`config.mk`:
```
export PLATFORM = sky130hd
export DESIGN_NAME = tfi_blend
export DESIGN_NICKNAME = d
export VERILOG_FILES = /design/src/rtl/tfi_pkg.sv /design/src/rtl/tfi_blend.sv
export SDC_FILE = /design/constraint.sdc
export NUM_CORES = 1
export LEC_CHECK = 0
export BUFFER_PORTS_ARGS = -buffer_cell sky130_fd_sc_hd__buf_2
export CAP_MARGIN = 40
export CELL_PAD_IN_SITES_DETAIL_PLACEMENT = 2
export CELL_PAD_IN_SITES_GLOBAL_PLACEMENT = 2
export CORE_ASPECT_RATIO = 0.5
export CORE_MARGIN = 2
export CORE_UTILIZATION = 45
export CTS_CLUSTER_DIAMETER = 30
export DETAILED_ROUTE_END_ITERATION = 8
export PLACE_DENSITY_LB_ADDON = 0.1
export SLEW_MARGIN = 30
export SYNTH_ARGS = -nofsm -noshare
export SYNTH_HDL_FRONTEND = slang
export SYNTH_SLANG_ARGS = --single-unit
```
`constraint.sdc`:
```
create_clock -name clk -period 15.7 [get_ports clk]
set_input_delay 0.785 -clock clk [delete_from_list [all_inputs] [get_ports clk]]
set_output_delay 0.785 -clock clk [all_outputs]
set_load 0.01 [all_outputs]
```
`src/rtl/tfi_pkg.sv`:
```
// tfi_pkg: shared constants, codes, types and helpers for the table factor interpolator
// no dependencies; used by every rtl file of the block
`default_nettype none

package tfi_pkg;

    localparam int TABLE_DEPTH_DEF = 128;

    // item modes
    localparam logic MODE_LOAD   = 1'b0;
    localparam logic MODE_LOOKUP = 1'b1;

    // table codes
    localparam logic [1:0] TAB_SMALL_CAP = 2'd0;
    localparam logic [1:0] TAB_LARGE_CAP = 2'd1;
    localparam logic [1:0] TAB_INDUCTOR  = 2'd2;
    localparam logic [1:0] TAB_NONE      = 2'd3;

    // configuration register indexes
    localparam logic [1:0] REG_SMALL_CAP_ENTRIES = 2'd0;
    localparam logic [1:0] REG_LARGE_CAP_ENTRIES = 2'd1;
    localparam logic [1:0] REG_INDUCTOR_ENTRIES  = 2'd2;

    localparam logic [7:0] ENTRIES_RESET = 8'd2;

    // table origins and steps
    localparam logic [15:0] START_SMALL_CAP = 16'd1000;
    localparam logic [15:0] START_LARGE_CAP = 16'd300;
    localparam logic [15:0] START_INDUCTOR  = 16'd200;
    localparam logic [5:0]  STEP_NARROW     = 6'd25;
    localparam logic [5:0]  STEP_WIDE       = 6'd50;
    localparam logic [15:0] HALF_NARROW     = 16'd12;
    localparam logic [15:0] HALF_WIDE       = 16'd25;

    // reciprocal for exact division of a 16-bit value:
    // ceil(2^21 / 25) = ceil(2^22 / 50) = 83887
    localparam logic [16:0] RECIP_M      = 17'd83887;
    localparam int          PROD_W       = 33;
    localparam int          SHIFT_NARROW = 21;
    localparam int          SHIFT_WIDE   = 22;
    localparam int          QUOT_W       = PROD_W - SHIFT_NARROW;

    typedef struct packed {
        logic [7:0] small_cap;
        logic [7:0] large_cap;
        logic [7:0] inductor;
    } entries_t;

    // lookup control travelling alongside the table words
    typedef struct packed {
        logic       valid;
        logic       bad;
        logic       wide;
        logic [5:0] weight;
    } lk_ctrl_t;

    function automatic logic [15:0] start_of(input logic [1:0] choice);
        logic [15:0] s;
        case (choice)
            TAB_SMALL_CAP: s = START_SMALL_CAP;
            TAB_LARGE_CAP: s = START_LARGE_CAP;
            TAB_INDUCTOR:  s = START_INDUCTOR;
            default:       s = 16'd0;
        endcase
        return s;
    endfunction

endpackage

`default_nettype wire

```
`src/rtl/tfi_blend.sv`:
```
// tfi_blend: back stages - weighted difference, rounding, division by the step, output register
// depends on tfi_pkg
`default_nettype none

module tfi_blend (
    input  wire logic              clk,
    input  wire logic              rst_n,
    input  wire logic [15:0]       word_a,
    input  wire logic [15:0]       word_b,
    input  wire tfi_pkg::lk_ctrl_t ctrl,
    output logic                   done,
    output logic [15:0]            factor,
    output logic                   bad_table
);

    logic [15:0]                sum_reg;
    logic [15:0]                b3_reg;
    tfi_pkg::lk_ctrl_t          ctrl3_reg;
    logic [tfi_pkg::PROD_W-1:0] prod_reg;
    logic [15:0]                b4_reg;
    tfi_pkg::lk_ctrl_t          ctrl4_reg;
    logic [15:0]                factor_reg;
    logic                       bad_reg;
    logic                       done_reg;

    logic [15:0]                delta;
    logic [21:0]                mul_full;
    logic [15:0]                sum_next;
    logic [15:0]                quot;
    logic [15:0]                factor_next;

    // (a - b) * w + step / 2, wrapped to 16 bits
    always_comb
    begin
        delta    = word_a - word_b;
        mul_full = 22'(delta) * 22'(ctrl.weight);
        sum_next = mul_full[15:0]
                   + (ctrl.wide ? tfi_pkg::HALF_WIDE : tfi_pkg::HALF_NARROW);
    end

    // quotient by the step, plus b
    always_comb
    begin
        if (ctrl4_reg.wide)
        begin
            quot = 16'(prod_reg[tfi_pkg::PROD_W-1:tfi_pkg::SHIFT_WIDE]);
        end
        else
        begin
            quot = 16'(prod_reg[tfi_pkg::PROD_W-1:tfi_pkg::SHIFT_NARROW]);
        end
        factor_next = ctrl4_reg.bad ? 16'd0 : (quot + b4_reg);
    end

    always_ff @(posedge clk or negedge rst_n)
    begin
        if (!rst_n)
        begin
            ctrl3_reg <= '0;
            ctrl4_reg <= '0;
            done_reg  <= 1'b0;
        end
        else
        begin
            ctrl3_reg <= ctrl;
            ctrl4_reg <= ctrl3_reg;
            done_reg  <= ctrl4_reg.valid;
        end
    end

    always_ff @(posedge clk)
    begin
        sum_reg    <= sum_next;
        b3_reg     <= word_b;
        prod_reg   <= {17'b0, sum_reg} * {16'b0, tfi_pkg::RECIP_M};
        b4_reg     <= b3_reg;
        factor_reg <= factor_next;
        bad_reg    <= ctrl4_reg.bad;
    end

    assign done      = done_reg;
    assign factor    = factor_reg;
    assign bad_table = bad_reg;

endmodule

`default_nettype wire

```
======== After elaboration in Yosys (flattened, before gate mapping) ========
Cells that the tools add are included.
cells by class
  multiply operators ...................... 2
  $add $sub $neg .......................... 3
  muxes and demuxes ....................... 2
operator list
  cell                    count
  $mul 16x17->33 const B  1
  $add 16x16->16          1
  $add 16x5->16           1
  $mul 16x6->16           1
  $sub 16x16->16          1
  $mux 12                 1
  $mux 5                  1
storage, ports and cells
  logic and storage cells ................. 20
  bits in registers ....................... 105
  input bits .............................. 43

======== Depth between registers and ports, before layout ========
Gate-level depths: netlist of the first run.
  depth after elaboration ................. 3
  mapped depth ............................ 26

======== Worst setup path before layout of the first run ========
OpenSTA, ideal clock, no wires.
  kind .................................... input port to flip-flop
  start point ............................. input word_a[0]
  end point ............................... register sum_reg[15]
  path slack .............................. 9.556 ns
  stages .................................. 23
  path buffers ............................ 0
  required time ........................... 15.571 ns
  arrival ................................. 6.014 ns
  cell sequence ........................... inv_1 ha_1 inv_1 fa_1 a211oi_1 nor2_1 o21ai_2 inv_1 a21oi_1 xnor2_1 and2_1 fa_1 fa_1 fa_1 ha_1 ha_1 a21oi_1 nor2b_1 a41o_1 o41ai_2 o21ai_1 xnor3_1 xnor3_1
between the ends
  cells in the longest elaborated chain, start to end .. 3
RTL lines
  item                    RTL line         text
  from (decl)             tfi_blend.sv:8   input wire logic [15:0] word_a,
  $sub 16x16->16          tfi_blend.sv:35  delta = word_a - word_b;
  $mul 16x6->16           tfi_blend.sv:36  mul_full = 22'(delta) * 22'(ctrl.weight);
  $add 16x5->16           tfi_blend.sv:38  + (ctrl.wide ? tfi_pkg::HALF_WIDE : tfi_pkg::HALF_NARROW);
  named net sum_next[15]  tfi_blend.sv:28  logic [15:0] sum_next;
  to (signal assigned)    tfi_blend.sv:73  sum_reg <= sum_next;
  to (decl)               tfi_blend.sv:16  logic [15:0] sum_reg;
The timed path passes the listed nets, and every way through them passes these cells.
A chain may end at the register's enable or synchronous reset.

======== Worst setup path after layout of the first run ========
Same ends and word-level chain as after synthesis.

==> metrics.yaml, run 1 <==
yosys:
  ys_async_sr_fraction_pct: 8.333
  synth-edff-count: 0
  yosysTopAreaCellShare_pct: 28.48
  synthDistinctLibCells: 60
  synth_nets: 1380
  netlist_top_cells_area: "fa_1 (28%), ha_1 (23%), dfxtp_1 (15%)"
  synth_top_area_cell: "fa_1"
  synth-seq-cells: 84
  syn_inst: 1001
  ys.flop_type: "dfxtp_1"
  synth_warnings: 0
  syn_area_sq_um: 10190
  seq_area_frac_synth_pct: 16.84
  synth_area_per_cell_sq_um: 10.18
routing:
  routed_wl_microns: 28570
  wire_per_inst_microns: 20.87
  ant_nets: 0
  via_per_inst: 5.179
  vias: 7090
  drt_iter0_drc: 159
  dr.pass1.iters: 4
  post-route-drc-count: 0
placed_design:
  place_area_sq_um: 10840
  port_buffers: 60
  place_congestion: 0.8183
  place_hpwl_microns: 24390
  pre_cts_slack_ns: 8.680
clock_network:
  ctsResizeCount: 0
  postCtsSetupRepairBufs: 0
  clk_pin_slew_ns: 0.07
  cts_sinks: 84
  cts_tree: "done"
  numCtsBuffers: 9
  clk_latency_ns: 0.35
  root_buffer: "clkbuf_16"
  h-tree-depth: 3
  cts_hold_buf: 0
  clock_path_buffers: 2
setup_path:
  crit_arrival_ns: 7.18
  worstPathMaxFanout: 6
  end_kind: "flop"
  max_stage_delay_ns: 0.52
  worst_setup_path_start_kind: "primary input"
  cp_common_cell: "inv_1"
  rrSetupSlack_ns: 9.11
  critPathKind: "primary input to flop"
  cp.required_ns: 15.94
  reg2reg_depth: 21
  crit_path_top_delay_cell: "fa_1"
grt:
  grt_max_degree: 18
  grt_pass1_wl_microns: 47290
  antenna_found_initial: 1
  grt_pass1_vias: 8790
  gr-usage-all-layers_pct: 25.54
  gr-total-overflow: 0
run:
  drv_cap: 0
timing:
  hold_violations: 0
  layout_setup_ws_ns: 8.760
  worst_slew_pin_slew_ns: 0.7146
  slew_headroom_pct: 52.02
  fin_crit_ns: 6.940
  setup_tns_ns: 0
  fin_hold_ws_ns: 0.2688
  final-max-slew-violation-count: 0
  rsz0062_at_grt: "false"
  setup_viol: 0
  fmax_mhz: 144.1
  period_share_pct: 44.20
  finClkSkew_ns: 0.008160
final_layout:
  num-fill-cells: 2315
  layout-drive-gt1-share_pct: 10.10
  diodes: 0
  area_delta_synth_final_pct: 9.206
  nNetsFinal: 1443
  final_cell_area_sq_um: 11130
floorplan:
  dieArea_sq_um: 23950
  chipHeight_microns: 110.4
  pin_count: 61
  rows: 38
  start_util_pct: 46.41
  core_sq_um: 21970
  die_w_microns: 216.9
hold_path:
  hold_path.class: "primary input to async pin"
run_status:
  outcome: "finished clean"
## cells in the mapped netlist, drive strengths merged, types with 6 or more instances
cell type,n
a21o,8
a21oi,32
and2,53
and3,8
clkbuf,7
dfrtp,7
dfxtp,77
fa,145
ha,191
inv,226
mux2,10
nand2,24
nand2b,6
nand3,7
nor2,33
nor2b,19
nor3,16
o21ai,26
xnor2,33
xor2,14
## kinds of logic after synthesis
family,after synthesis,share of synthesized area (%)
flops,84,16.84
simple gates,182,9.734
mux,11,1.203
xor+xnor,49,4.480
compound gates,105,7.205
buf+inv,234,8.617
fa+ha+maj,336,51.92
## layout by cell type, fill, tap and decap left out, drive strengths merged, types with 16 or more instances in the layout
master / n
ha: 191
o21ai: 26
and2: 53
xnor2: 33
inv: 227
buf: 60
nor2b: 19
fa: 145
a21oi: 32
nor3: 16
nand2: 24
nor2: 33
dfxtp: 77
## worst max-delay path: cells and delay by family
kind | cells | cell delay, ns
xor gates and xnor gates | 2 | 0.82
adders and majority gates | 7 | 2.62
AOI/OAI and AO/OA | 8 | 1.73
buffers and inverters | 6 | 0.37
and+or+nand+nor | 4 | 0.83
## path summary, 6_finish.rpt
| check | start | endpoint |
|---|---|---|
| worst max-delay path | word_a[0] | sum_reg[15] |
| worst min-delay path | rst_n | ctrl3_reg[8] |
| worst max register to register | sum_reg[1] | prod_reg[31] |
| worst min register to register | b3_reg[10] | b4_reg[10] |
| max in group asynchronous | rst_n | ctrl4_reg[6] |
| min in group clk | b3_reg[10] | b4_reg[10] |
## metal layers
layer / vias up / wire (microns) / part of all wire [%] / global-route usage [%]
met1: 3628 / 12290 / 43 / 30.46
met2: 100 / 14780 / 52 / 47.63
li1: 3314 / - / - / -
met4: 2 / 724 / 2.5 / 7.306
met5: - / 13 / 0.045 / 0
met3: 46 / 764 / 2.7 / 3.691
## layout make-up
| class | count | area, sq um | share of cell area (%) |
|---|---|---|---|
| Timing Repair Buffer | 60 | 300.3 | 2.698 |
| Sequential cell | 84 | 1717 | 15.42 |
| Multi-Input combinational cell | 683 | 7599 | 68.26 |
| Clock inverter | 5 | 60.06 | 0.5395 |
| Tap cell | 300 | 375.4 | 3.372 |
| Inverter | 226 | 848.3 | 7.621 |
| Clock buffer | 11 | 232.7 | 2.091 |
## stage by stage
| step | util [%] | instances |
|---|---|---|
| after floorplan | - | 1001 |
| after global placement | 49.35 | 1353 |
| after detailed placement | 49.35 | 1353 |
| after CTS | 50.68 | 1369 |
| after global routing | 50.68 | 1369 |
| final | 50.68 | 1369 |
Power of run 1 is not shown: default switching activity piles up to over one toggle a cycle in this logic, so the estimate is an artifact.
==> run 2: changes to the inputs <==
- CORE_UTILIZATION: 45 -> 38
- clock period: 15.7 -> 5.6 ns (I/O delays scaled with it)
==> run 2 against run 1 <==
Compared with the run above:
- the flow now finishes with violations (negative setup slack)
- wire length is 0.21% lower
- die area is 18% higher
- clock-buffer cell count is 2 lower
- sequential cell count stayed put
- non-clock buffer count is 122 higher
- final cell count is 13% higher
- utilization is 3.6 points lower
- largest cell class unchanged
==> metrics.yaml, run 2 (same netlist as run 1, synthesis figures left out) <==
clock_network:
  root_buffer: "clkbuf_16"  # unchanged
  clock_path_buffers: 2  # unchanged
  cts_sinks: 84  # unchanged
  clk_pin_slew_ns: 0.07  # about the same
  cts_tree: "done"  # unchanged
  numCtsBuffers: 9  # unchanged
  clk_latency_ns: 0.35  # about the same
  h-tree-depth: 3  # unchanged
timing:
  fmax_mhz: 170.5
  fin_hold_ws_ns: 0.03206  # was 0.2688 ns
  setup_viol: 9  # was 0
  finClkSkew_ns: 0.01113  # was 0.008160 ns
  rsz0062_at_grt: "true"  # was false
  hold_violations: 0  # unchanged
  period_share_pct: 104.8
  fin_crit_ns: 5.867
  final-max-slew-violation-count: 0  # unchanged
  layout_setup_ws_ns: -0.2667  # was 8.760 ns
  worst_slew_pin_slew_ns: 0.5588  # was 0.7146 ns
  slew_headroom_pct: 62.48  # was 52.02%
setup_path:
  worst_setup_path_start_kind: "flop"  # was primary input
  crit_cells: 21  # was 27
  end_kind: "flop"  # unchanged
  r2r_start: "sum_reg[3]"  # was sum_reg[1]
  reg2reg_depth: 21  # unchanged
  critPathKind: "flop to flop"  # was primary input to flop
  critPathCapture: "prod_reg[29]"  # was sum_reg[15]
  path_delay_family: "adder cells"  # unchanged
  worstPathMaxFanout: 4  # was 6
  rrSetupSlack_ns: -0.27  # was 9.11 ns
  max_stage_delay_ns: 0.61  # was 0.52 ns
  cp-startpoint: "sum_reg[3]"  # was word_a[0]
  crit_arrival_ns: 6.10  # was 7.18 ns
  critPathBufInv: 5  # was 6
  crit_path_top_delay_cell: "fa_2"  # was fa_1
  path_cells: "fa_2 -> inv_2 -> fa_2 -> fa_1 -> fa_1 -> inv_1 -> fa_1 -> inv_2 -> fa_1 -> inv_2 -> ha_4 -> and4_4 -> a211o_4 -> o221ai_4 -> a21boi_4 -> a221oi_4 -> o211ai_2 -> and3_4 -> buf_4 -> o21a_1 -> o31a_1"
  cp_common_cell: "fa_1"  # was inv_1
  r2r_end: "prod_reg[29]"  # was prod_reg[31]
  cp.required_ns: 5.83  # was 15.94 ns
hold_path:
  hold_path.class: "primary input to flop"  # was primary input to async pin
run_status:
  violations: "negative setup slack"
  outcome: "complete, but fails checks"  # was finished clean
final_layout:
  num-fill-cells: 2820  # was 2,315
  finalNonFillerCells: 1543  # was 1,369
  layout-drive-gt1-share_pct: 23.43  # was 10.10%
  area_delta_synth_final_pct: 21.75  # was 9.206%
  nNetsFinal: 1565  # was 1,443
  final-seq-area_sq_um: 1728  # was 1717 sq um
  mostFrequentLayoutCell: "inv_1"  # unchanged
  multi_input_area_sq_um: 7846  # was 7599 sq um
  layout_common_cells: "inv_1 (221), ha_1 (183), fa_1 (141), buf_4 (116), dfxtp_1 (68)"  # was inv_1 (226), ha_1 (191), fa_1 (145), dfxtp_1 (77), buf_2 (60)
  utilization_pct: 47.05  # was 50.68%
  diodes: 0  # unchanged
routing:
  dr.pass1.iters: 4  # unchanged
  routed_wl_microns: 28510  # was 28,570 microns
  via_per_inst: 4.821  # was 5.179
  ant_nets: 0  # unchanged
  wire_per_inst_microns: 18.48  # was 20.87 microns
  post-route-drc-count: 0  # unchanged
  vias: 7439  # was 7,090
  drt_iter0_drc: 203  # was 159
placed_design:
  place_congestion: 0.8803  # was 0.8183
  pre_cts_slack_ns: -0.7055  # was 8.680 ns
  placed_cells: 1511  # was 1,353
  port_buffers: 60  # unchanged
  place_hpwl_microns: 24650  # was 24,390 microns
floorplan:
  die_w_microns: 235.6  # was 216.9 microns
  start_util_pct: 38.64  # was 46.41%
  rows: 42  # was 38
  chipHeight_microns: 119.8  # was 110.4 microns
  core_sq_um: 26380  # was 21,970 sq um
  pin_count: 61  # unchanged
  dieArea_sq_um: 28230  # was 23,950 sq um
grt:
  met3_usage_pct: 2.231  # was 3.691%
  gr-usage-met1_pct: 26.75  # was 30.46%
  grt_pass1_vias: 9103  # was 8,790
  grt_busiest_layer: "met2"  # unchanged
  antenna_found_initial: 0  # was 1
  grt_pass1_wl_microns: 47820  # was 47,290 microns
  gr-usage-all-layers_pct: 21.74  # was 25.54%
  gr-usage-met2_pct: 41.48  # was 47.63%
  gr-total-overflow: 0  # unchanged
  grt_max_degree: 19  # was 18
run:
  drv_cap: 0  # unchanged
==> run 2: cell count changes in the layout (fill, tap and decap cells not counted), moves of 5 or more <==
cell,previous run,this run
nor2_1,32,26
inv_1,226,221
dfxtp_1,77,68
buf_4,0,116
dfxtp_2,0,9
ha_4,0,8
ha_1,191,183
inv_2,0,5
==> run 2: repair_timing <==
action,4_1_cts,5_1_grt
pin swaps,33,15
gates resized for setup,36,21
hold buffers,1,0
setup endpoints to repair,10,13
setup buffers,15,3
hold endpoints to repair,7,0
==> run 2: area by class of cell <==
class	count	area share, %
inverters	226	6.835
flip-flops and latches	84	13.92
clock inverters	7	0.6150
clock buffers	9	1.815
well taps	352	3.549
multi-input cells	683	63.22
repair buffers	182	10.04
==> run 2: metal layers <==
metal  vias to the layer above  wire length, microns
li1                       3549                     -
met1                      3809                 12840
met2                        55                 14860
met3                        26                   410
met4                         0                   404
met5                         -                     0
==> run 2: worst min path at each step <==
stage	start	cells after the start	to	slack (ns)
after detailed placement	rst_n	1	done	0.15
after floorplan	rst_n	0	ctrl3_reg[6]	-0.02
final	ctrl[7]	1	ctrl3_reg[7]	0.03
after global placement	rst_n	1	done	0.15
after CTS	ctrl[7]	1	ctrl3_reg[7]	0.02
after global routing	ctrl[8]	1	ctrl3_reg[8]	0.02
==> run 2: stage by stage <==
| step | setup TNS (ns) | area [sq um] |
|---|---|---|
| finish | -1.287 | 12410 |
| global route | -3.233 | 12410 |
| CTS | -1.555 | 12320 |
| detailed placement | -3.957 | 11730 |
| global placement | -1.961 | 11730 |
| floorplan | -0.05163 | 10210 |
==> run 2: worst reg2reg max path: stages (launching register included) <==
cell	delay, ns
dfxtp_2	0.33
fa_2	0.61
inv_2	0.05
fa_2	0.36
fa_1	0.47
fa_1	0.55
inv_1	0.05
fa_1	0.51
inv_2	0.05
fa_1	0.49
inv_2	0.05
ha_4	0.21
and4_4	0.17
a211o_4	0.34
o221ai_4	0.18
a21boi_4	0.11
a221oi_4	0.31
o211ai_2	0.14
and3_4	0.19
buf_4	0.14
o21a_1	0.19
o31a_1	0.27
Power of run 2 is left out for the same reason.
